## src/rtl/assert_macros.svh

```systemverilog
// Assertion helpers shared by the RTL. Synthesis builds define SYNTHESIS, which
// turns every use into nothing.
`ifndef ASSERT_MACROS_SVH
`define ASSERT_MACROS_SVH

`ifndef SYNTHESIS

`define ASSERT_ALWAYS(lbl, clk, rst_n, expr, msg) \
    lbl: assert property (@(posedge clk) disable iff (!rst_n) (expr)) else $error(msg);

`define ASSERT_NEXT(lbl, clk, rst_n, ante, cons, msg) \
    lbl: assert property (@(posedge clk) disable iff (!rst_n) (ante) |=> (cons)) \
        else $error(msg);

`else

`define ASSERT_ALWAYS(lbl, clk, rst_n, expr, msg)

`define ASSERT_NEXT(lbl, clk, rst_n, ante, cons, msg)

`endif

`endif

```

## src/rtl/crcc_pkg.sv

```systemverilog
`timescale 1ns / 1ps

package crcc_pkg;

    localparam logic [31:0] CRC_POLY     = 32'h04C1_1DB7;
    localparam logic [31:0] CRC_ALL_ONES = 32'hFFFF_FFFF;

    localparam int QUEUE_DEPTH = 4;
    localparam int QUEUE_PTR_W = $clog2(QUEUE_DEPTH);
    localparam int QUEUE_CNT_W = $clog2(QUEUE_DEPTH + 1);

    localparam int CFG_ADDR_W = 3;

    typedef enum logic [CFG_ADDR_W-1:0] {
        REG_SEED_VALUE        = 3'd0,
        REG_INPUT_COMPLEMENT  = 3'd1,
        REG_INPUT_REFLECT     = 3'd2,
        REG_OUTPUT_COMPLEMENT = 3'd3,
        REG_OUTPUT_REFLECT    = 3'd4
    } cfg_index_t;

    typedef struct packed {
        logic [31:0] seed_value;
        logic        input_complement;
        logic        input_reflect;
        logic        output_complement;
        logic        output_reflect;
    } cfg_t;

    // One prepared message byte waiting for the CRC engine.
    typedef struct packed {
        logic [7:0] data;
        logic       last;
    } item_t;

    typedef struct packed {
        logic valid;
        logic full;
    } q_status_t;

    function automatic logic [7:0] rev8(input logic [7:0] v);
        logic [7:0] r;
        for (int i = 0; i < 8; i++)
        begin
            r[i] = v[7-i];
        end
        return r;
    endfunction

    function automatic logic [31:0] rev32(input logic [31:0] v);
        logic [31:0] r;
        for (int i = 0; i < 32; i++)
        begin
            r[i] = v[31-i];
        end
        return r;
    endfunction

    // Eight MSB-first shifts of the CRC register, unrolled into XOR logic.
    function automatic logic [31:0] crc_byte(input logic [31:0] crc_in, input logic [7:0] din);
        logic [31:0] c;
        logic        fb;
        c = crc_in;
        for (int b = 7; b >= 0; b--)
        begin
            fb = c[31] ^ din[b];
            c  = {c[30:0], 1'b0};
            if (fb)
            begin
                c = c ^ CRC_POLY;
            end
        end
        return c;
    endfunction

endpackage

```

## src/rtl/crcc_front.sv

```systemverilog
`timescale 1ns / 1ps

module crcc_front (
    input  logic                           clk,
    input  logic                           rst_n,
    input  logic                           cfg_wr_en,
    input  logic [crcc_pkg::CFG_ADDR_W-1:0] cfg_addr,
    input  logic [31:0]                    cfg_wdata,
    input  logic                           s_tvalid,
    output logic                           s_tready,
    input  logic [7:0]                     s_tdata,
    input  logic                           s_tlast,
    input  crcc_pkg::q_status_t            q_status,
    output logic                           push,
    output crcc_pkg::item_t                push_item,
    output crcc_pkg::cfg_t                 cfg
);

    crcc_pkg::cfg_t cfg_reg;
    crcc_pkg::cfg_t cfg_next;
    logic [7:0]     byte_c;

    always_comb
    begin
        cfg_next = cfg_reg;
        if (cfg_wr_en)
        begin
            unique case (crcc_pkg::cfg_index_t'(cfg_addr))
                crcc_pkg::REG_SEED_VALUE:        cfg_next.seed_value        = cfg_wdata;
                crcc_pkg::REG_INPUT_COMPLEMENT:  cfg_next.input_complement  = cfg_wdata[0];
                crcc_pkg::REG_INPUT_REFLECT:     cfg_next.input_reflect     = cfg_wdata[0];
                crcc_pkg::REG_OUTPUT_COMPLEMENT: cfg_next.output_complement = cfg_wdata[0];
                crcc_pkg::REG_OUTPUT_REFLECT:    cfg_next.output_reflect    = cfg_wdata[0];
                default:                         cfg_next = cfg_reg;
            endcase
        end
    end

    always_ff @(posedge clk or negedge rst_n)
    begin
        if (!rst_n)
        begin
            cfg_reg.seed_value        <= crcc_pkg::CRC_ALL_ONES;
            cfg_reg.input_complement  <= 1'b0;
            cfg_reg.input_reflect     <= 1'b0;
            cfg_reg.output_complement <= 1'b0;
            cfg_reg.output_reflect    <= 1'b0;
        end
        else
        begin
            cfg_reg <= cfg_next;
        end
    end

    // Complement first, then reflect, so the queue holds bytes ready for the engine.
    always_comb
    begin
        byte_c = cfg_reg.input_complement ? ~s_tdata : s_tdata;
        if (cfg_reg.input_reflect)
        begin
            byte_c = crcc_pkg::rev8(byte_c);
        end
    end

    assign s_tready       = !q_status.full;
    assign push           = s_tvalid && !q_status.full;
    assign push_item.data = byte_c;
    assign push_item.last = s_tlast;
    assign cfg            = cfg_reg;

endmodule

```

## src/rtl/crcc_queue.sv

```systemverilog
`timescale 1ns / 1ps

module crcc_queue (
    input  logic                clk,
    input  logic                rst_n,
    input  logic                push,
    input  crcc_pkg::item_t     push_item,
    input  logic                pop,
    output crcc_pkg::item_t     head_item,
    output crcc_pkg::q_status_t q_status
);

    crcc_pkg::item_t                  entry_reg [crcc_pkg::QUEUE_DEPTH];
    logic [crcc_pkg::QUEUE_PTR_W-1:0] wr_ptr_reg;
    logic [crcc_pkg::QUEUE_PTR_W-1:0] wr_ptr_next;
    logic [crcc_pkg::QUEUE_PTR_W-1:0] rd_ptr_reg;
    logic [crcc_pkg::QUEUE_PTR_W-1:0] rd_ptr_next;
    logic [crcc_pkg::QUEUE_CNT_W-1:0] count_reg;
    logic [crcc_pkg::QUEUE_CNT_W-1:0] count_next;

    // The depth is a power of two, so the pointers wrap on their own.
    always_comb
    begin
        wr_ptr_next = push ? wr_ptr_reg + 1'b1 : wr_ptr_reg;
        rd_ptr_next = pop ? rd_ptr_reg + 1'b1 : rd_ptr_reg;
        case ({push, pop})
            2'b10:   count_next = count_reg + 1'b1;
            2'b01:   count_next = count_reg - 1'b1;
            default: count_next = count_reg;
        endcase
    end

    always_ff @(posedge clk or negedge rst_n)
    begin
        if (!rst_n)
        begin
            wr_ptr_reg <= '0;
            rd_ptr_reg <= '0;
            count_reg  <= '0;
        end
        else
        begin
            wr_ptr_reg <= wr_ptr_next;
            rd_ptr_reg <= rd_ptr_next;
            count_reg  <= count_next;
        end
    end

    always_ff @(posedge clk)
    begin
        if (push)
        begin
            entry_reg[wr_ptr_reg] <= push_item;
        end
    end

    assign head_item      = entry_reg[rd_ptr_reg];
    assign q_status.valid = (count_reg != '0);
    assign q_status.full  =
        (count_reg == crcc_pkg::QUEUE_CNT_W'(crcc_pkg::QUEUE_DEPTH));

endmodule

```

## src/rtl/crcc_back.sv

```systemverilog
`timescale 1ns / 1ps

module crcc_back (
    input  logic                clk,
    input  logic                rst_n,
    input  crcc_pkg::cfg_t      cfg,
    input  crcc_pkg::item_t     head_item,
    input  crcc_pkg::q_status_t q_status,
    output logic                pop,
    output logic                m_tvalid,
    input  logic                m_tready,
    output logic [31:0]         m_tdata
);

    logic [31:0] crc_reg;
    logic [31:0] crc_next;
    logic        start_reg;
    logic        start_next;
    logic        out_valid_reg;
    logic        out_valid_next;
    logic [31:0] out_data_reg;
    logic [31:0] crc_in;
    logic [31:0] crc_upd;
    logic [31:0] crc_final;

    // A plain byte never waits; a last byte waits only for room in the output register.
    assign pop = q_status.valid && (!head_item.last || !out_valid_reg || m_tready);

    always_comb
    begin
        crc_in    = start_reg ? cfg.seed_value : crc_reg;
        crc_upd   = crcc_pkg::crc_byte(crc_in, head_item.data);
        crc_final = cfg.output_reflect ? crcc_pkg::rev32(crc_upd) : crc_upd;
        if (cfg.output_complement)
        begin
            crc_final = crc_final ^ crcc_pkg::CRC_ALL_ONES;
        end

        crc_next       = crc_reg;
        start_next     = start_reg;
        out_valid_next = out_valid_reg && !m_tready;
        if (pop)
        begin
            if (head_item.last)
            begin
                crc_next       = cfg.seed_value;
                start_next     = 1'b1;
                out_valid_next = 1'b1;
            end
            else
            begin
                crc_next   = crc_upd;
                start_next = 1'b0;
            end
        end
    end

    always_ff @(posedge clk or negedge rst_n)
    begin
        if (!rst_n)
        begin
            crc_reg       <= crcc_pkg::CRC_ALL_ONES;
            start_reg     <= 1'b1;
            out_valid_reg <= 1'b0;
        end
        else
        begin
            crc_reg       <= crc_next;
            start_reg     <= start_next;
            out_valid_reg <= out_valid_next;
        end
    end

    always_ff @(posedge clk)
    begin
        if (pop && head_item.last)
        begin
            out_data_reg <= crc_final;
        end
    end

    assign m_tvalid = out_valid_reg;
    assign m_tdata  = out_data_reg;

endmodule

```

## src/rtl/crc32_configurable_stream.sv

```systemverilog
// Dataflow: an accepted byte is written into the queue, the CRC engine takes it from the
// queue head, and a last byte's CRC is registered in the output register for m_tvalid.
// Throughput: one byte per cycle through the combinational CRC byte update, unless a last
// byte waits for the busy result register; the four-byte queue lets input run on meanwhile.
// Reset: rst_n empties the queue and the output register and returns the configuration
// to its defaults (seed all ones, all options off); the next byte starts a new message.
`timescale 1ns / 1ps
`include "assert_macros.svh"

module crc32_configurable_stream (
    input  logic                           clk,
    input  logic                           rst_n,
    input  logic                           cfg_wr_en,
    input  logic [crcc_pkg::CFG_ADDR_W-1:0] cfg_addr,
    input  logic [31:0]                    cfg_wdata,
    input  logic                           s_tvalid,
    output logic                           s_tready,
    input  logic [7:0]                     s_tdata,   // [7:0] data_byte
    input  logic                           s_tlast,
    output logic                           m_tvalid,
    input  logic                           m_tready,
    output logic [31:0]                    m_tdata    // [31:0] crc_value
);

    crcc_pkg::cfg_t      cfg;
    crcc_pkg::item_t     push_item;
    crcc_pkg::item_t     head_item;
    crcc_pkg::q_status_t q_status;
    logic                push;
    logic                pop;

    crcc_front u_front (
        .clk       (clk),
        .rst_n     (rst_n),
        .cfg_wr_en (cfg_wr_en),
        .cfg_addr  (cfg_addr),
        .cfg_wdata (cfg_wdata),
        .s_tvalid  (s_tvalid),
        .s_tready  (s_tready),
        .s_tdata   (s_tdata),
        .s_tlast   (s_tlast),
        .q_status  (q_status),
        .push      (push),
        .push_item (push_item),
        .cfg       (cfg)
    );

    crcc_queue u_queue (
        .clk       (clk),
        .rst_n     (rst_n),
        .push      (push),
        .push_item (push_item),
        .pop       (pop),
        .head_item (head_item),
        .q_status  (q_status)
    );

    crcc_back u_back (
        .clk       (clk),
        .rst_n     (rst_n),
        .cfg       (cfg),
        .head_item (head_item),
        .q_status  (q_status),
        .pop       (pop),
        .m_tvalid  (m_tvalid),
        .m_tready  (m_tready),
        .m_tdata   (m_tdata)
    );

    `ASSERT_ALWAYS(a_full_not_empty, clk, rst_n, !q_status.full || q_status.valid, "full and empty")
    `ASSERT_NEXT(a_last_gives_result, clk, rst_n, pop && head_item.last, m_tvalid, "no CRC out")
    `ASSERT_NEXT(a_full_holds, clk, rst_n, q_status.full && !pop, q_status.full, "word lost")
    `ASSERT_ALWAYS(a_no_pop_empty, clk, rst_n, !pop || q_status.valid, "pop from empty queue")

endmodule
```

## config.mk

```make
export PLATFORM = sky130hd
export DESIGN_NAME = crc32_configurable_stream
export DESIGN_NICKNAME = d
export VERILOG_FILES = /design/src/rtl/crcc_pkg.sv /design/src/rtl/crcc_front.sv /design/src/rtl/crcc_queue.sv /design/src/rtl/crcc_back.sv /design/src/rtl/crc32_configurable_stream.sv
export VERILOG_INCLUDE_DIRS = /design/src /design/src/rtl
export SDC_FILE = /design/constraint.sdc
export NUM_CORES = 1
export LEC_CHECK = 0
export BUFFER_PORTS_ARGS = -buffer_cell sky130_fd_sc_hd__buf_2
export CORE_MARGIN = 1.5
export CORE_UTILIZATION = 60
export DETAILED_ROUTE_END_ITERATION = 8
export GPL_TIMING_DRIVEN = 0
export MAX_ROUTING_LAYER = met4
export PLACE_DENSITY = 0.91
export SLEW_MARGIN = 20
export SYNTH_ARGS = -nofsm -noshare
export SYNTH_HDL_FRONTEND = slang
export SYNTH_HIERARCHICAL = 1
export SYNTH_SLANG_ARGS = --single-unit
```

## constraint.sdc

```tcl
create_clock -name clk -period 5.3 [get_ports clk]
set_input_delay 1.06 -clock clk [delete_from_list [all_inputs] [get_ports clk]]
set_output_delay 1.06 -clock clk [all_outputs]
set_load 0.02 [all_outputs]
```

## After elaboration in Yosys (flattened, before gate mapping)

Memories as Yosys holds them, arrays and structs flattened.
Index checks and enable logic that the tools add are counted.
Widths: inputs -> output; s select.

| storage, ports and cells | value |
|---|---|
| register bits after elaboration | 109 |
| RAM bits | 36 |
| input bits | 49 |
| output and inout port bits | 34 |
| word-level logic and storage cells | 80 |
| memories | 1 |

Memory list:

| memory | words | bits a word | rd ports | clocked after Yosys merged registers in | write ports | line | source |
|---|---|---|---|---|---|---|---|
| u_queue.entry_reg | 4 | 9 | 1 | 0 | 1 | crcc_queue.sv:13 | `crcc_pkg::item_t entry_reg [crcc_pkg::QUEUE_DEPTH];` |

| cells by class | value |
|---|---|
| add/subtract/negate cells | 4 |
| eq/ne operators | 7 |
| multiplexer cells | 20 |
| bitwise logic cells | 18 |
| reduce and logical (&&, ||, !) cells | 18 |

Operators by type and width:

| cell | count |
|---|---|
| $mux 27 | 8 |
| $mux 32 | 4 |
| $not 14->14 | 8 |
| $not 32->32 | 1 |
| $mux 8 | 2 |
| $reduce_and 2->1 | 5 |
| $not 8->8 | 1 |
| $xor 1x1->1 | 8 |
| $eq 3x2->1 const B | 2 |
| $eq 3x3->1 const B | 2 |
| $pmux 3 s2 | 1 |
| $mux 1 | 5 |
| $add 2x1->2 const B | 2 |
| $logic_and 1x1->1 | 4 |
| $logic_not 1->1 | 4 |
| $add 3x1->3 const B | 1 |
| $eq 3x1->1 const B | 1 |
| $logic_not 3->1 | 1 |
| $reduce_bool 3->1 | 1 |
| $sub 3x1->3 const B | 1 |
| $eq 2x1->1 const B | 1 |
| $eq 2x2->1 const B | 1 |
| $logic_or 1x1->1 | 2 |
| $reduce_bool 2->1 | 1 |

## Longest topological paths before layout

| logic depth | value |
|---|---|
| depth in word-level cells | 20 |
| depth in mapped cells | 13 |
| gate-level depth less buffers | 10 |

## Cells and area by module

Netlist, hierarchy kept.

Modules (own cells, without submodules):

| module | times used | cells each | area each (µm²) | sequential area each (µm²) |
|---|---|---|---|---|
| crcc_back | 1 | 407 | 4415.5 | 1853.0 |
| crcc_queue | 1 | 83 | 1700.4 | 1256.2 |
| crcc_front | 1 | 101 | 1621.6 | 940.9 |

## Worst setup path after synthesis

Ideal clock, no wire load.

| timing path | value |
|---|---|
| kind | flip-flop to flip-flop |
| start | reg u_queue/rd_ptr_reg[0] (netlist name) |
| end | reg u_back.out_data_reg[0] (netlist: u_back/m_tdata[0]), enable pin |
| arrival | 2781 ps |
| required time | 4876 ps |
| path slack | 2095 ps |
| stages on the path, launching flop included | 7 |
| period minus slack after synthesis | 3205 ps |
| cell sequence | dfrtp_1 buf_6 mux4_2 clkbuf_1 nand2_1 nand2_1 nor2_1 |

RTL lines:

| what | line | source |
|---|---|---|
| start, declared | crcc_queue.sv:16 | `logic [crcc_pkg::QUEUE_PTR_W-1:0] rd_ptr_reg;` |
| start signal, assigned | crcc_queue.sv:44 | `rd_ptr_reg <= rd_ptr_next;` |
| end signal, assigned | crcc_back.sv:78 | `out_data_reg <= crc_final;` |
| end, declared | crcc_back.sv:21 | `logic [31:0] out_data_reg;` |

==> out/metrics.csv <==
metric,value,unit
global-route wire length before repair,26500,um
pin count of the biggest net entering global routing,55,
Critical Path End Type,register,
DRT Pass-1 Iters,5,
Mean Syn Cell Area,13.09,um2
Slew headroom,0.3629,
fin area,0.008977,mm2
post-synth cell types,45,
largest area contributor in the netlist,edfxtp_1,
worst slew pin tran,0.9556,ns
M2 GR Usage,0.4722,
layout cells sized above 1,0.3711,
vias per inst,5.584,
RSZ-0062 raised after global routing,no,
clock skew,0.007777,ns
GPL Wtd Cong,0.9030,
total die area,0.01359,mm2
grt peak-use layer,met2,
I/O Buffers,81,
nets@finish,748,
CTS Hold Buffers Added,0,
max-cap violation count,0,
Setup Viol. Count Final,0,
Ys Warns,6,
FILL cells,912,
fmax,265.6,MHz
Initial DRC Count,368,
setup TNS,0,ns
CP Class,register to register,
max-slew violations,0,
setup slack after layout,1.535,ns
CTS Sinks,145,
chip height,116.6,um
Inserted Clock Buffers,17,
TritonCTS clock tree,built,
Max Root-Sink Buffers,2,
core area,0.01262,mm2
met1 GRT Util,0.3197,
Detailed Route WL,17010,um
footprint of the multi-input gates,0.003476,mm2
DRC,0,
"top cells by area, synth","edfxtp_1 26%, dfstp_2 22%, mux2i_1 7.6%",
worst-path fanout max,12,
"Seq/Total Area, Yosys",0.5234,
Antenna Violating Nets Remaining,0,
"worst slack, placed",1.626,ns
Die X,116.6,um
Post-CTS Resized,0,
final core utilization,0.7114,
H-tree lvl count,4,
worst hold-check path type,register to register,
fin crit period,3.765,ns
dpl hpwl,12540,um
CP arrival,4.11,ns
"Cell Area, Synth",0.007737,mm2
most frequent cells after synthesis,"68 x edfxtp_1, 65 x dfstp_2, 65 x xnor2_1, 59 x mux2i_1, 53 x nand2_1",
"FF+latch count, synth",145,
clock latency on the worst-skew pair,0.43,ns
routed len/inst,19.37,um
# rows,41,
Critical Path Start Type,register,
outcome,"complete, no violations",
"Reg clk slew, reported paths",0.06,ns
global route overflow,0,
Antenna Cells,0,
Synth top area share,0.2639,
Post-synth EDFFs,68,
Post-Synthesis Cells,591,
Initial Utilization,0.6131,
area grow syn2layout,16.03,%
Post-DP Area,0.008416,mm2
met3 usage,0.06694,
Synth Net Count,646,
root buf cell,clkbuf_16,
Fin. Hold Viols,0,
post-CTS setup repair buffer count,0,
I/O pin count,83,
"count leader, synth",edfxtp_1,
Final period util,0.7103,
"Top FF cell, synth",edfxtp_1,
FF/Latch Area,0.004050,mm2
via count of the first global-routing pass,5017,
Worst EP required,5.65,ns
All-Layer GR Usage,0.2799,
asr flop ratio synth,0.5310,
initial antenna violation count,0,
routed vias,4903,
## critical path: stages (launching register included)
cell	delay (ns)
dfrtp_1	0.37
buf_6	0.19
mux4_2	0.51
clkbuf_1	0.21
nand2_1	0.09
nand2_1	0.18
inv_1	0.24
clkbuf_1	0.68
ha_1	0.32
inv_1	0.07
fa_1	0.37
xor2_1	0.17
nor2_1	0.12
xor2_1	0.16
## metrics by stage
step | hold WS [ns] | instances
6_report | 0.4683 | 878
5_1_grt | 0.4846 | 878
2_1_floorplan | 0.4441 | 591
4_1_cts | 0.4662 | 878
3_3_place_gp | 0.4506 | 844
3_5_place_dp | 0.4590 | 846
## routing by layer
metal,vias up,routed length (um)
li1,2253,-
met1,2419,6866
met2,196,8617
met3,35,1036
met4,0,487
met5,-,0
## layout by cell type (no fill, tap or decap), types with 5 or more instances in the layout
cell / instances
a21oi_1: 20
mux2_2: 36
buf_6: 5
xor2_2: 5
xnor2_2: 10
clkbuf_1: 19
buf_2: 84
a31oi_1: 8
nor2_1: 28
mux2i_1: 59
edfxtp_1: 68
xnor2_1: 65
ha_1: 5
o21ai_0: 24
xor2_1: 38
o21ai_1: 8
dfstp_2: 65
clkbuf_16: 18
xnor2_4: 5
inv_1: 9
dfrtp_1: 12
mux4_2: 8
nand2_1: 53
## final cells by class
type,instances,share of cell area
tap,172,0.02397
buffer,33,0.02021
clock inverter,12,0.009338
sequential,145,0.4511
timing repair buffer,83,0.05073
clock buffer,20,0.05324
inverter,10,0.004181
multi-input combinational,403,0.3872
## path summary, 6_finish.rpt
path                            cells past startpoint  slack, ns             startpoint                   end
worst max-delay path                               13       1.54  u_queue/rd_ptr_reg[0]  u_queue/count_reg[2]
worst min-delay path                                2       0.47     u_back/crc_reg[10]    u_back/crc_reg[10]
min in group asynchronous                           1       0.54                  rst_n        u_front/cfg[2]
worst min register to register                      2       0.47     u_back/crc_reg[10]    u_back/crc_reg[10]
worst max register to register                     13       1.54  u_queue/rd_ptr_reg[0]  u_queue/count_reg[2]
max in group asynchronous                           2       4.10                  rst_n       u_front/cfg[20]
## logic make-up after synthesis
kind of cell,count (synthesis),synth area share
flops,145,0.5234
xor+xnor,124,0.1688
mux,110,0.1666
simple gates,97,0.05627
compound gates,66,0.04593
buf+inv,43,0.02830
fa+ha+maj,6,0.01067
Power is not shown: default switching activity piles up to over one toggle a cycle in this logic, so the estimate is an artifact.
